File: config.mk
export PLATFORM = sky130hd
export DESIGN_NAME = request_handshake_controller
export DESIGN_NICKNAME = d
export VERILOG_FILES = /design/src/sv/rhc_pkg.sv /design/src/sv/request_handshake_controller.sv /design/src/sv/rhc_cfg.sv /design/src/sv/rhc_core.sv
export SDC_FILE = /design/constraint.sdc
export NUM_CORES = 1
export LEC_CHECK = 0
export BUFFER_PORTS_ARGS = -buffer_cell sky130_fd_sc_hd__buf_4
export CORE_UTILIZATION = 41
export DETAILED_ROUTE_END_ITERATION = 10
export GPL_TIMING_DRIVEN = 1
export SYNTH_ARGS = -nofsm -noshare
export SYNTH_HDL_FRONTEND = slang
export SYNTH_HIERARCHICAL = 1
export SYNTH_SLANG_ARGS = --single-unit
File: constraint.sdc
create_clock -name clk -period 4.3 [get_ports clk]
set_input_delay 0 -clock clk [delete_from_list [all_inputs] [get_ports clk]]
set_output_delay 0 -clock clk [all_outputs]
set_load 0.05 [all_outputs]
File: src/sv/rhc_pkg.sv
// ----------------------------------------------------------------------------
// rhc_pkg: shared types and codes of the request handshake controller
// Event codes, result codes, register indexes and the beat structs that
// travel between the configuration block, the core and the top level.
// ----------------------------------------------------------------------------
package rhc_pkg;

  // Event codes on cmd
  localparam logic [2:0] CMD_START   = 3'd0;
  localparam logic [2:0] CMD_FRAME   = 3'd1;
  localparam logic [2:0] CMD_RX_TO   = 3'd2;
  localparam logic [2:0] CMD_TX_DONE = 3'd3;
  localparam logic [2:0] CMD_TX_TO   = 3'd4;

  // Result action codes
  localparam logic [1:0] ACT_RECEIVE = 2'd0;
  localparam logic [1:0] ACT_SEND    = 2'd1;
  localparam logic [1:0] ACT_DONE    = 2'd2;

  // Outcome codes of a finished request
  localparam logic [1:0] OUT_OK         = 2'd0;
  localparam logic [1:0] OUT_BUSY       = 2'd1;
  localparam logic [1:0] OUT_TX_TIMEOUT = 2'd2;
  localparam logic [1:0] OUT_RX_TIMEOUT = 2'd3;

  // Configuration register indexes
  localparam logic [2:0] REG_OWN_ID       = 3'd0;
  localparam logic [2:0] REG_SEND_LIMIT   = 3'd1;
  localparam logic [2:0] REG_REPLY_LIMIT  = 3'd2;
  localparam logic [2:0] REG_LISTEN_TIME  = 3'd3;
  localparam logic [2:0] REG_REPLY_TIME   = 3'd4;
  localparam logic [2:0] REG_CALIB_MARKER = 3'd5;

  // Register reset values
  localparam logic [15:0] RST_OWN_ID       = 16'h10AF;
  localparam logic [3:0]  RST_SEND_LIMIT   = 4'h3;
  localparam logic [3:0]  RST_REPLY_LIMIT  = 4'h3;
  localparam logic [23:0] RST_LISTEN_TIME  = 24'd5000000;
  localparam logic [23:0] RST_REPLY_TIME   = 24'd2000000;
  localparam logic [7:0]  RST_CALIB_MARKER = 8'h06;

  localparam int CFG_IDX_W  = 3;
  localparam int CFG_DATA_W = 24;

  typedef struct packed {
    logic [15:0] own_id;
    logic [3:0]  send_limit;
    logic [3:0]  reply_limit;
    logic [23:0] listen_time;
    logic [23:0] reply_time;
    logic [7:0]  calib_marker;
  } cfg_t;

  typedef struct packed {
    logic [2:0]  cmd;
    logic [7:0]  batt_enable;
    logic [7:0]  battery_level;
    logic [15:0] frame_id;
    logic [7:0]  frame_code;
  } item_t;

  typedef struct packed {
    logic [1:0]  action;
    logic [23:0] wait_us;
    logic [15:0] packet_id;
    logic [7:0]  packet_enable;
    logic [7:0]  packet_level;
    logic [1:0]  outcome;
    logic        calibrate;
  } result_t;

endpackage

File: src/sv/request_handshake_controller.sv
// ----------------------------------------------------------------------------
// request_handshake_controller: listen-before-talk request handshake
// Event beat register, phase machine, result beat register.
//
//   channel | direction | handshake          | payload
//   --------+-----------+--------------------+-----------------------------
//   in      | input     | in_valid/in_ready  | cmd, batt_enable, ... frame_code
//   out     | output    | out_valid/out_ready| action ... calibrate
//   cfg     | input     | cfg_we (no wait)   | cfg_addr, cfg_data
//
// One event beat per cycle while results are not stalled. A taken event waits
// in the event beat register while the core updates its phase; its result, if any,
// goes to the result beat register. Reset clears phase, counters and both valid flags.
// A stalled result holds the event register, which in turn drops in_ready.
// ----------------------------------------------------------------------------
module request_handshake_controller (
  input  logic                           clk,
  input  logic                           rst,
  input  logic                           in_valid,
  output logic                           in_ready,
  input  logic [2:0]                     cmd,
  input  logic [7:0]                     batt_enable,
  input  logic [7:0]                     battery_level,
  input  logic [15:0]                    frame_id,
  input  logic [7:0]                     frame_code,
  output logic                           out_valid,
  input  logic                           out_ready,
  output logic [1:0]                     action,
  output logic [23:0]                    wait_us,
  output logic [15:0]                    packet_id,
  output logic [7:0]                     packet_enable,
  output logic [7:0]                     packet_level,
  output logic [1:0]                     outcome,
  output logic                           calibrate,
  input  logic                           cfg_we,
  input  logic [rhc_pkg::CFG_IDX_W-1:0]  cfg_addr,
  input  logic [rhc_pkg::CFG_DATA_W-1:0] cfg_data
);

  rhc_pkg::cfg_t    cfg;
  rhc_pkg::item_t   item;
  rhc_pkg::result_t res;
  rhc_pkg::result_t out_res;
  logic             item_valid;
  logic             out_free;
  logic             go;
  logic             has_res;

  rhc_cfg u_cfg (
    .clk      (clk),
    .rst      (rst),
    .cfg_we   (cfg_we),
    .cfg_addr (cfg_addr),
    .cfg_data (cfg_data),
    .cfg      (cfg)
  );

  // Advance the event beat when the result register can take it
  assign out_free = !out_valid || out_ready;
  assign go       = item_valid && out_free;
  assign in_ready = !item_valid || out_free;

  // Event beat register
  always_ff @(posedge clk) begin
    if (rst) begin
      item_valid <= 1'b0;
    end else if (in_ready) begin
      item_valid <= in_valid;
    end
  end

  always_ff @(posedge clk) begin
    if (in_valid && in_ready) begin
      item.cmd           <= cmd;
      item.batt_enable   <= batt_enable;
      item.battery_level <= battery_level;
      item.frame_id      <= frame_id;
      item.frame_code    <= frame_code;
    end
  end

  rhc_core u_core (
    .clk     (clk),
    .rst     (rst),
    .go      (go),
    .item    (item),
    .cfg     (cfg),
    .has_res (has_res),
    .res     (res)
  );

  // Result beat register
  always_ff @(posedge clk) begin
    if (rst) begin
      out_valid <= 1'b0;
    end else if (out_free) begin
      out_valid <= go && has_res;
    end
  end

  always_ff @(posedge clk) begin
    if (go && has_res) begin
      out_res <= res;
    end
  end

  assign action        = out_res.action;
  assign wait_us       = out_res.wait_us;
  assign packet_id     = out_res.packet_id;
  assign packet_enable = out_res.packet_enable;
  assign packet_level  = out_res.packet_level;
  assign outcome       = out_res.outcome;
  assign calibrate     = out_res.calibrate;

  // A start event always yields a receive beat next cycle
  a_start_receive: assert property (@(posedge clk) disable iff (rst)
    go && item.cmd == rhc_pkg::CMD_START |=> out_valid && action == rhc_pkg::ACT_RECEIVE)
    else $error("start event did not yield a receive beat");

  // Calibration is flagged only on a successful finish
  a_calib_ok: assert property (@(posedge clk) disable iff (rst)
    out_valid && calibrate |-> action == rhc_pkg::ACT_DONE && outcome == rhc_pkg::OUT_OK)
    else $error("calibrate set outside a successful finish");

  // Only receive beats carry a wait time
  a_wait_zero: assert property (@(posedge clk) disable iff (rst)
    out_valid && action != rhc_pkg::ACT_RECEIVE |-> wait_us == '0)
    else $error("wait time on a non-receive beat");

  // An event beat is never dropped while the result side is stalled
  a_hold_item: assert property (@(posedge clk) disable iff (rst)
    item_valid && !out_free |=> item_valid && $stable(item))
    else $error("event beat lost under stall");

endmodule

File: src/sv/rhc_cfg.sv
// ----------------------------------------------------------------------------
// rhc_cfg: configuration registers
// Write-only register bank; indexes beyond the list are dropped.
// ----------------------------------------------------------------------------
module rhc_cfg (
  input  logic                              clk,
  input  logic                              rst,
  input  logic                              cfg_we,
  input  logic [rhc_pkg::CFG_IDX_W-1:0]     cfg_addr,
  input  logic [rhc_pkg::CFG_DATA_W-1:0]    cfg_data,
  output rhc_pkg::cfg_t                     cfg
);

  // Load reset values, then take writes by index
  always_ff @(posedge clk) begin
    if (rst) begin
      cfg.own_id       <= rhc_pkg::RST_OWN_ID;
      cfg.send_limit   <= rhc_pkg::RST_SEND_LIMIT;
      cfg.reply_limit  <= rhc_pkg::RST_REPLY_LIMIT;
      cfg.listen_time  <= rhc_pkg::RST_LISTEN_TIME;
      cfg.reply_time   <= rhc_pkg::RST_REPLY_TIME;
      cfg.calib_marker <= rhc_pkg::RST_CALIB_MARKER;
    end else if (cfg_we) begin
      unique case (cfg_addr)
        rhc_pkg::REG_OWN_ID:       cfg.own_id       <= cfg_data[15:0];
        rhc_pkg::REG_SEND_LIMIT:   cfg.send_limit   <= cfg_data[3:0];
        rhc_pkg::REG_REPLY_LIMIT:  cfg.reply_limit  <= cfg_data[3:0];
        rhc_pkg::REG_LISTEN_TIME:  cfg.listen_time  <= cfg_data[23:0];
        rhc_pkg::REG_REPLY_TIME:   cfg.reply_time   <= cfg_data[23:0];
        rhc_pkg::REG_CALIB_MARKER: cfg.calib_marker <= cfg_data[7:0];
        default: ;
      endcase
    end
  end

endmodule

File: src/sv/rhc_core.sv
// ----------------------------------------------------------------------------
// rhc_core: request phase machine
// Holds phase, retry counters and battery bytes; turns one event beat into
// at most one result beat combinationally.
// ----------------------------------------------------------------------------
module rhc_core (
  input  logic              clk,
  input  logic              rst,
  input  logic              go,
  input  rhc_pkg::item_t    item,
  input  rhc_pkg::cfg_t     cfg,
  output logic              has_res,
  output rhc_pkg::result_t  res
);

  typedef enum logic [1:0] {
    PH_IDLE    = 2'd0,
    PH_LISTEN  = 2'd1,
    PH_SENDING = 2'd2,
    PH_REPLY   = 2'd3
  } phase_t;

  phase_t      phase, phase_next;
  logic [3:0]  send_retries, send_retries_next;
  logic [3:0]  reply_retries, reply_retries_next;
  logic [7:0]  held_enable, held_enable_next;
  logic [7:0]  held_level, held_level_next;

  rhc_pkg::result_t send_res;

  // Request packet built from own ID and the held battery bytes
  always_comb begin
    send_res               = '0;
    send_res.action        = rhc_pkg::ACT_SEND;
    send_res.packet_id     = cfg.own_id;
    send_res.packet_enable = held_enable;
    send_res.packet_level  = held_level;
  end

  // Decode the event against the current phase
  always_comb begin
    phase_next         = phase;
    send_retries_next  = send_retries;
    reply_retries_next = reply_retries;
    held_enable_next   = held_enable;
    held_level_next    = held_level;
    has_res            = 1'b0;
    res                = '0;
    unique case (item.cmd)
      rhc_pkg::CMD_START: begin
        held_enable_next   = item.batt_enable;
        held_level_next    = item.battery_level;
        send_retries_next  = '0;
        reply_retries_next = '0;
        phase_next         = PH_LISTEN;
        has_res            = 1'b1;
        res.action         = rhc_pkg::ACT_RECEIVE;
        res.wait_us        = cfg.listen_time;
      end
      rhc_pkg::CMD_FRAME: begin
        if (phase == PH_LISTEN) begin
          phase_next  = PH_IDLE;
          has_res     = 1'b1;
          res.action  = rhc_pkg::ACT_DONE;
          res.outcome = rhc_pkg::OUT_BUSY;
        end else if (phase == PH_REPLY) begin
          phase_next = PH_IDLE;
          has_res    = 1'b1;
          res.action = rhc_pkg::ACT_DONE;
          if (item.frame_id == cfg.own_id) begin
            res.outcome   = rhc_pkg::OUT_OK;
            res.calibrate = (item.frame_code == cfg.calib_marker);
          end else begin
            res.outcome = rhc_pkg::OUT_BUSY;
          end
        end
      end
      rhc_pkg::CMD_RX_TO: begin
        if (phase == PH_LISTEN) begin
          phase_next = PH_SENDING;
          has_res    = 1'b1;
          res        = send_res;
        end else if (phase == PH_REPLY) begin
          has_res = 1'b1;
          if (reply_retries < cfg.reply_limit) begin
            reply_retries_next = reply_retries + 4'd1;
            phase_next         = PH_SENDING;
            res                = send_res;
          end else begin
            phase_next  = PH_IDLE;
            res.action  = rhc_pkg::ACT_DONE;
            res.outcome = rhc_pkg::OUT_RX_TIMEOUT;
          end
        end
      end
      rhc_pkg::CMD_TX_DONE: begin
        if (phase == PH_SENDING) begin
          phase_next  = PH_REPLY;
          has_res     = 1'b1;
          res.action  = rhc_pkg::ACT_RECEIVE;
          res.wait_us = cfg.reply_time;
        end
      end
      rhc_pkg::CMD_TX_TO: begin
        if (phase == PH_SENDING) begin
          has_res = 1'b1;
          if (send_retries < cfg.send_limit) begin
            send_retries_next = send_retries + 4'd1;
            res               = send_res;
          end else begin
            phase_next  = PH_IDLE;
            res.action  = rhc_pkg::ACT_DONE;
            res.outcome = rhc_pkg::OUT_TX_TIMEOUT;
          end
        end
      end
      default: ;
    endcase
  end

  // Advance state only when the event beat moves on
  always_ff @(posedge clk) begin
    if (rst) begin
      phase         <= PH_IDLE;
      send_retries  <= '0;
      reply_retries <= '0;
      held_enable   <= '0;
      held_level    <= '0;
    end else if (go) begin
      phase         <= phase_next;
      send_retries  <= send_retries_next;
      reply_retries <= reply_retries_next;
      held_enable   <= held_enable_next;
      held_level    <= held_level_next;
    end
  end

endmodule

==> results_dict.tcl <==
set metrics [dict create \
    place_congestion 0.7552 \
    grt_pass1_wl_microns 31100 \
    avgViaCountPerCell 4.876 \
    synthFlopType "dfxtp_1" \
    start_kind "register" \
    drc 0 \
    grt_pass1_vias 6025 \
    clock_latency_ns 0.51 \
    firstDrtPassIters 5 \
    post-route-util_pct 55.14 \
    hold_violations 0 \
    rsz0062_at_grt "false" \
    clk_pin_slew_ns 0.06 \
    finalPower_uw 4413 \
    synth_edf_count 104 \
    slew-limit-headroom_pct 25.51 \
    drtAntennaViolNets 0 \
    required_ns 4.47 \
    path_class "register to register" \
    nNetsFinal 989 \
    swShare_pct 21.73 \
    io_buffers 137 \
    htreeDepth 1 \
    root_buffer "clkbuf_16" \
    setup_tns_ns 0 \
    min_period_over_period_pct 63.72 \
    die_area_sq_um 21590 \
    slew_violations 0 \
    switching_power_uw 959.0 \
    synth_top_area_share_pct 36.26 \
    cpMaxStageDelayCell "nor2b_4" \
    peakVddDrop_mv 0.2623 \
    clockPowerShare_pct 43.6 \
    setup_viol_count_final 0 \
    critPathMaxFanout 26 \
    min_path_type "primary input to register" \
    power_frac_seq_pct 49.7 \
    synthTopCellsByArea "edfxtp_1, dfxtp_1, mux2i_1" \
    layout-drive-gt1-share_pct 20.78 \
    yosysSeqAreaShare_pct 61.36 \
    cts_tree "done" \
    max_stage_delay_ns 0.69 \
    combPwrFrac_pct 6.7 \
    power_density_nw_per_um2 391.7 \
    syn2layout_area_growth_pct 30.78 \
    worst_ep_arrival_time_ns 2.91 \
    hpwl_microns 12580 \
    leakage_uw 0.004354 \
    diodes 0 \
    wl_microns 19410 \
    regArea_sq_um 5285 \
    synth-seq-cells 212 \
    dr.first_iter.drc_count 296 \
    die-height_microns 146.9 \
    synthArstFlopShare_pct 0 \
    synth.avg_cell_area_sq_um 12.17 \
    clock_skew_ns 0.007424 \
    p_int_uw 3454 \
    clockBufferDepth 3 \
    num_vias 5822 \
    cts_resized 0 \
    multi_input_area_sq_um 3089 \
    yosys_warnings 6 \
    antenna_found_initial 0 \
    cts_buffers 24 \
    endpoint_kind "register" \
    fp.coreArea_sq_um 20430 \
    rows 52 \
    status "finished, final reports clean" \
    grt_max_degree 109 \
    overflow 0 \
    synth_top_area_cell "edfxtp_1" \
    crit_top_cell "nor2_1" \
    die_w_microns 146.9 \
    clkSinkCount 212 \
    syn_inst 708 \
    fillers 1773 \
    start_util_pct 42.16 \
    grt_util_all_layers_pct 18.08 \
    fmax_ghz 0.3650 \
    path_cells "nor2_1, a21boi_0, nor2_1, nand2_1, nor2b_4, buf_4" \
    post_drt_wl_per_cell_microns 16.25 \
    ioPinCount 138 \
    maxCapViolations 0 \
    worstMarginPinSlew_ns 1.111 \
    synthesis.nets 791 \
    syn_area_sq_um 8613 \
    synth.distinct_cells 56 \
    final.min_clock_period_ns 2.740 \
]
## metal layers
| metal | GRT usage [%] | vias to the layer above | wire [microns] | part of all wire, % |
|---|---|---|---|---|
| li1 | - | 2877 | - | - |
| met1 | 22.79 | 2803 | 8566 | 44 |
| met2 | 32.09 | 114 | 9792 | 50 |
| met3 | 2.919 | 28 | 700 | 3.6 |
| met4 | 4.845 | 0 | 347 | 1.8 |
| met5 | 0 | - | 0 | 0 |
## worst paths after layout
path,start,cells after the start,endpoint,slack [ns]
min,cfg_addr[1],3,u_cfg/cfg[57],0.03
max,item[40],6,packet_level[7],1.56
min reg2reg,u_core/held_enable[0],2,u_core/held_enable[0],0.45
max reg2reg,item[40],6,packet_level[7],1.56
## flip-flops by register name, indices dropped and copies added, names as in the netlist
register              cells
u_cfg/cfg                80
item                     43
wait_us                  24
packet_id                16
packet_enable             8
packet_level              8
u_core/held_enable        8
u_core/held_level         8
u_core/reply_retries      4
u_core/send_retries       4
action                    2
outcome                   2
u_core/phase              2
calibrate                 1
item_valid                1
out_valid                 1
## cell type report
type / instances / share of cell area, %
well taps: 270 / 2.999
flip-flops and latches: 212 / 46.92
multi-input cells: 445 / 27.42
clock buffers: 32 / 5.876
inverters: 10 / 0.3332
clock inverters: 12 / 0.6998
repair buffers: 213 / 15.75
## through the flow
stage / setup WS [ns] / std cells / cell area, sq um / hold slack, ns
2_1_floorplan: 0.09516 / 708 / 8613 / 0.06907
3_3_place_gp: 1.698 / 1080 / 9823 / 0.1782
3_5_place_dp: 1.547 / 1080 / 9823 / 0.1794
4_1_cts: 1.529 / 1194 / 11260 / 0.01703
5_1_grt: 1.386 / 1194 / 11260 / 0.04362
6_report: 1.560 / 1194 / 11260 / 0.03499
## Yosys cell counts (4+ instances only)
library cell  count
or3_1             4
clkbuf_1         25
edfxtp_1        104
and2_1            6
nand2_1          49
nand4_1           8
nor2_1           52
a22o_1           24
nand3_1           5
mux2i_1          80
a21oi_1          29
nor2b_1          33
inv_1            10
ha_1              8
buf_2             8
nand2b_1         78
dfxtp_1         108
xnor2_1          23
## power groups by stage
stage	sequential (uW)	combinational (uW)	clock, uW
after detailed placement	2240	243	0
final	2190	294	1920
after global routing	2200	316	2050
after global placement	2240	237	0
after floorplan	2250	122	0
after CTS	2190	296	1970
## logic make-up (layout without fill, tap and decap cells)
| kind of cell | Yosys count | count (layout) | synth area share [%] |
|---|---|---|---|
| compound gates | 72 | 72 | 5.825 |
| xor+xnor | 24 | 24 | 2.440 |
| fa+ha+maj | 8 | 8 | 1.162 |
| buf+inv | 51 | 267 | 3.109 |
| flops | 212 | 212 | 61.36 |
| mux | 80 | 80 | 9.297 |
| simple gates | 261 | 261 | 16.81 |
## repair_timing
item / in CTS / in global routing
hold buffers: 70 / 0
endpoints found under the setup margin: 0 / 0
setup buffers: 0 / 0
hold endpoints to repair: 125 / 0
## worst max-delay path, delay by kind of cell, from the launching register on
kind	cells	cell delay (ns)
flip-flops	1	0.55
AND/OR/NAND/NOR	4	1.21
AO/OA/AOI/OAI	1	0.17
buffers and inverters	1	0.44
## cell usage in the layout (no fill, tap or decap), types with 25 or more instances in the layout
cell type      instances
buf_4                143
a21oi_1               29
dlygate4sd3_1         70
nand2b_1              78
nand2_1               49
edfxtp_1             104
nor2b_1               32
nor2_1                51
clkbuf_16             25
mux2i_1               80
dfxtp_1              108
No activity file was read; power rests on OpenSTA's default activity.
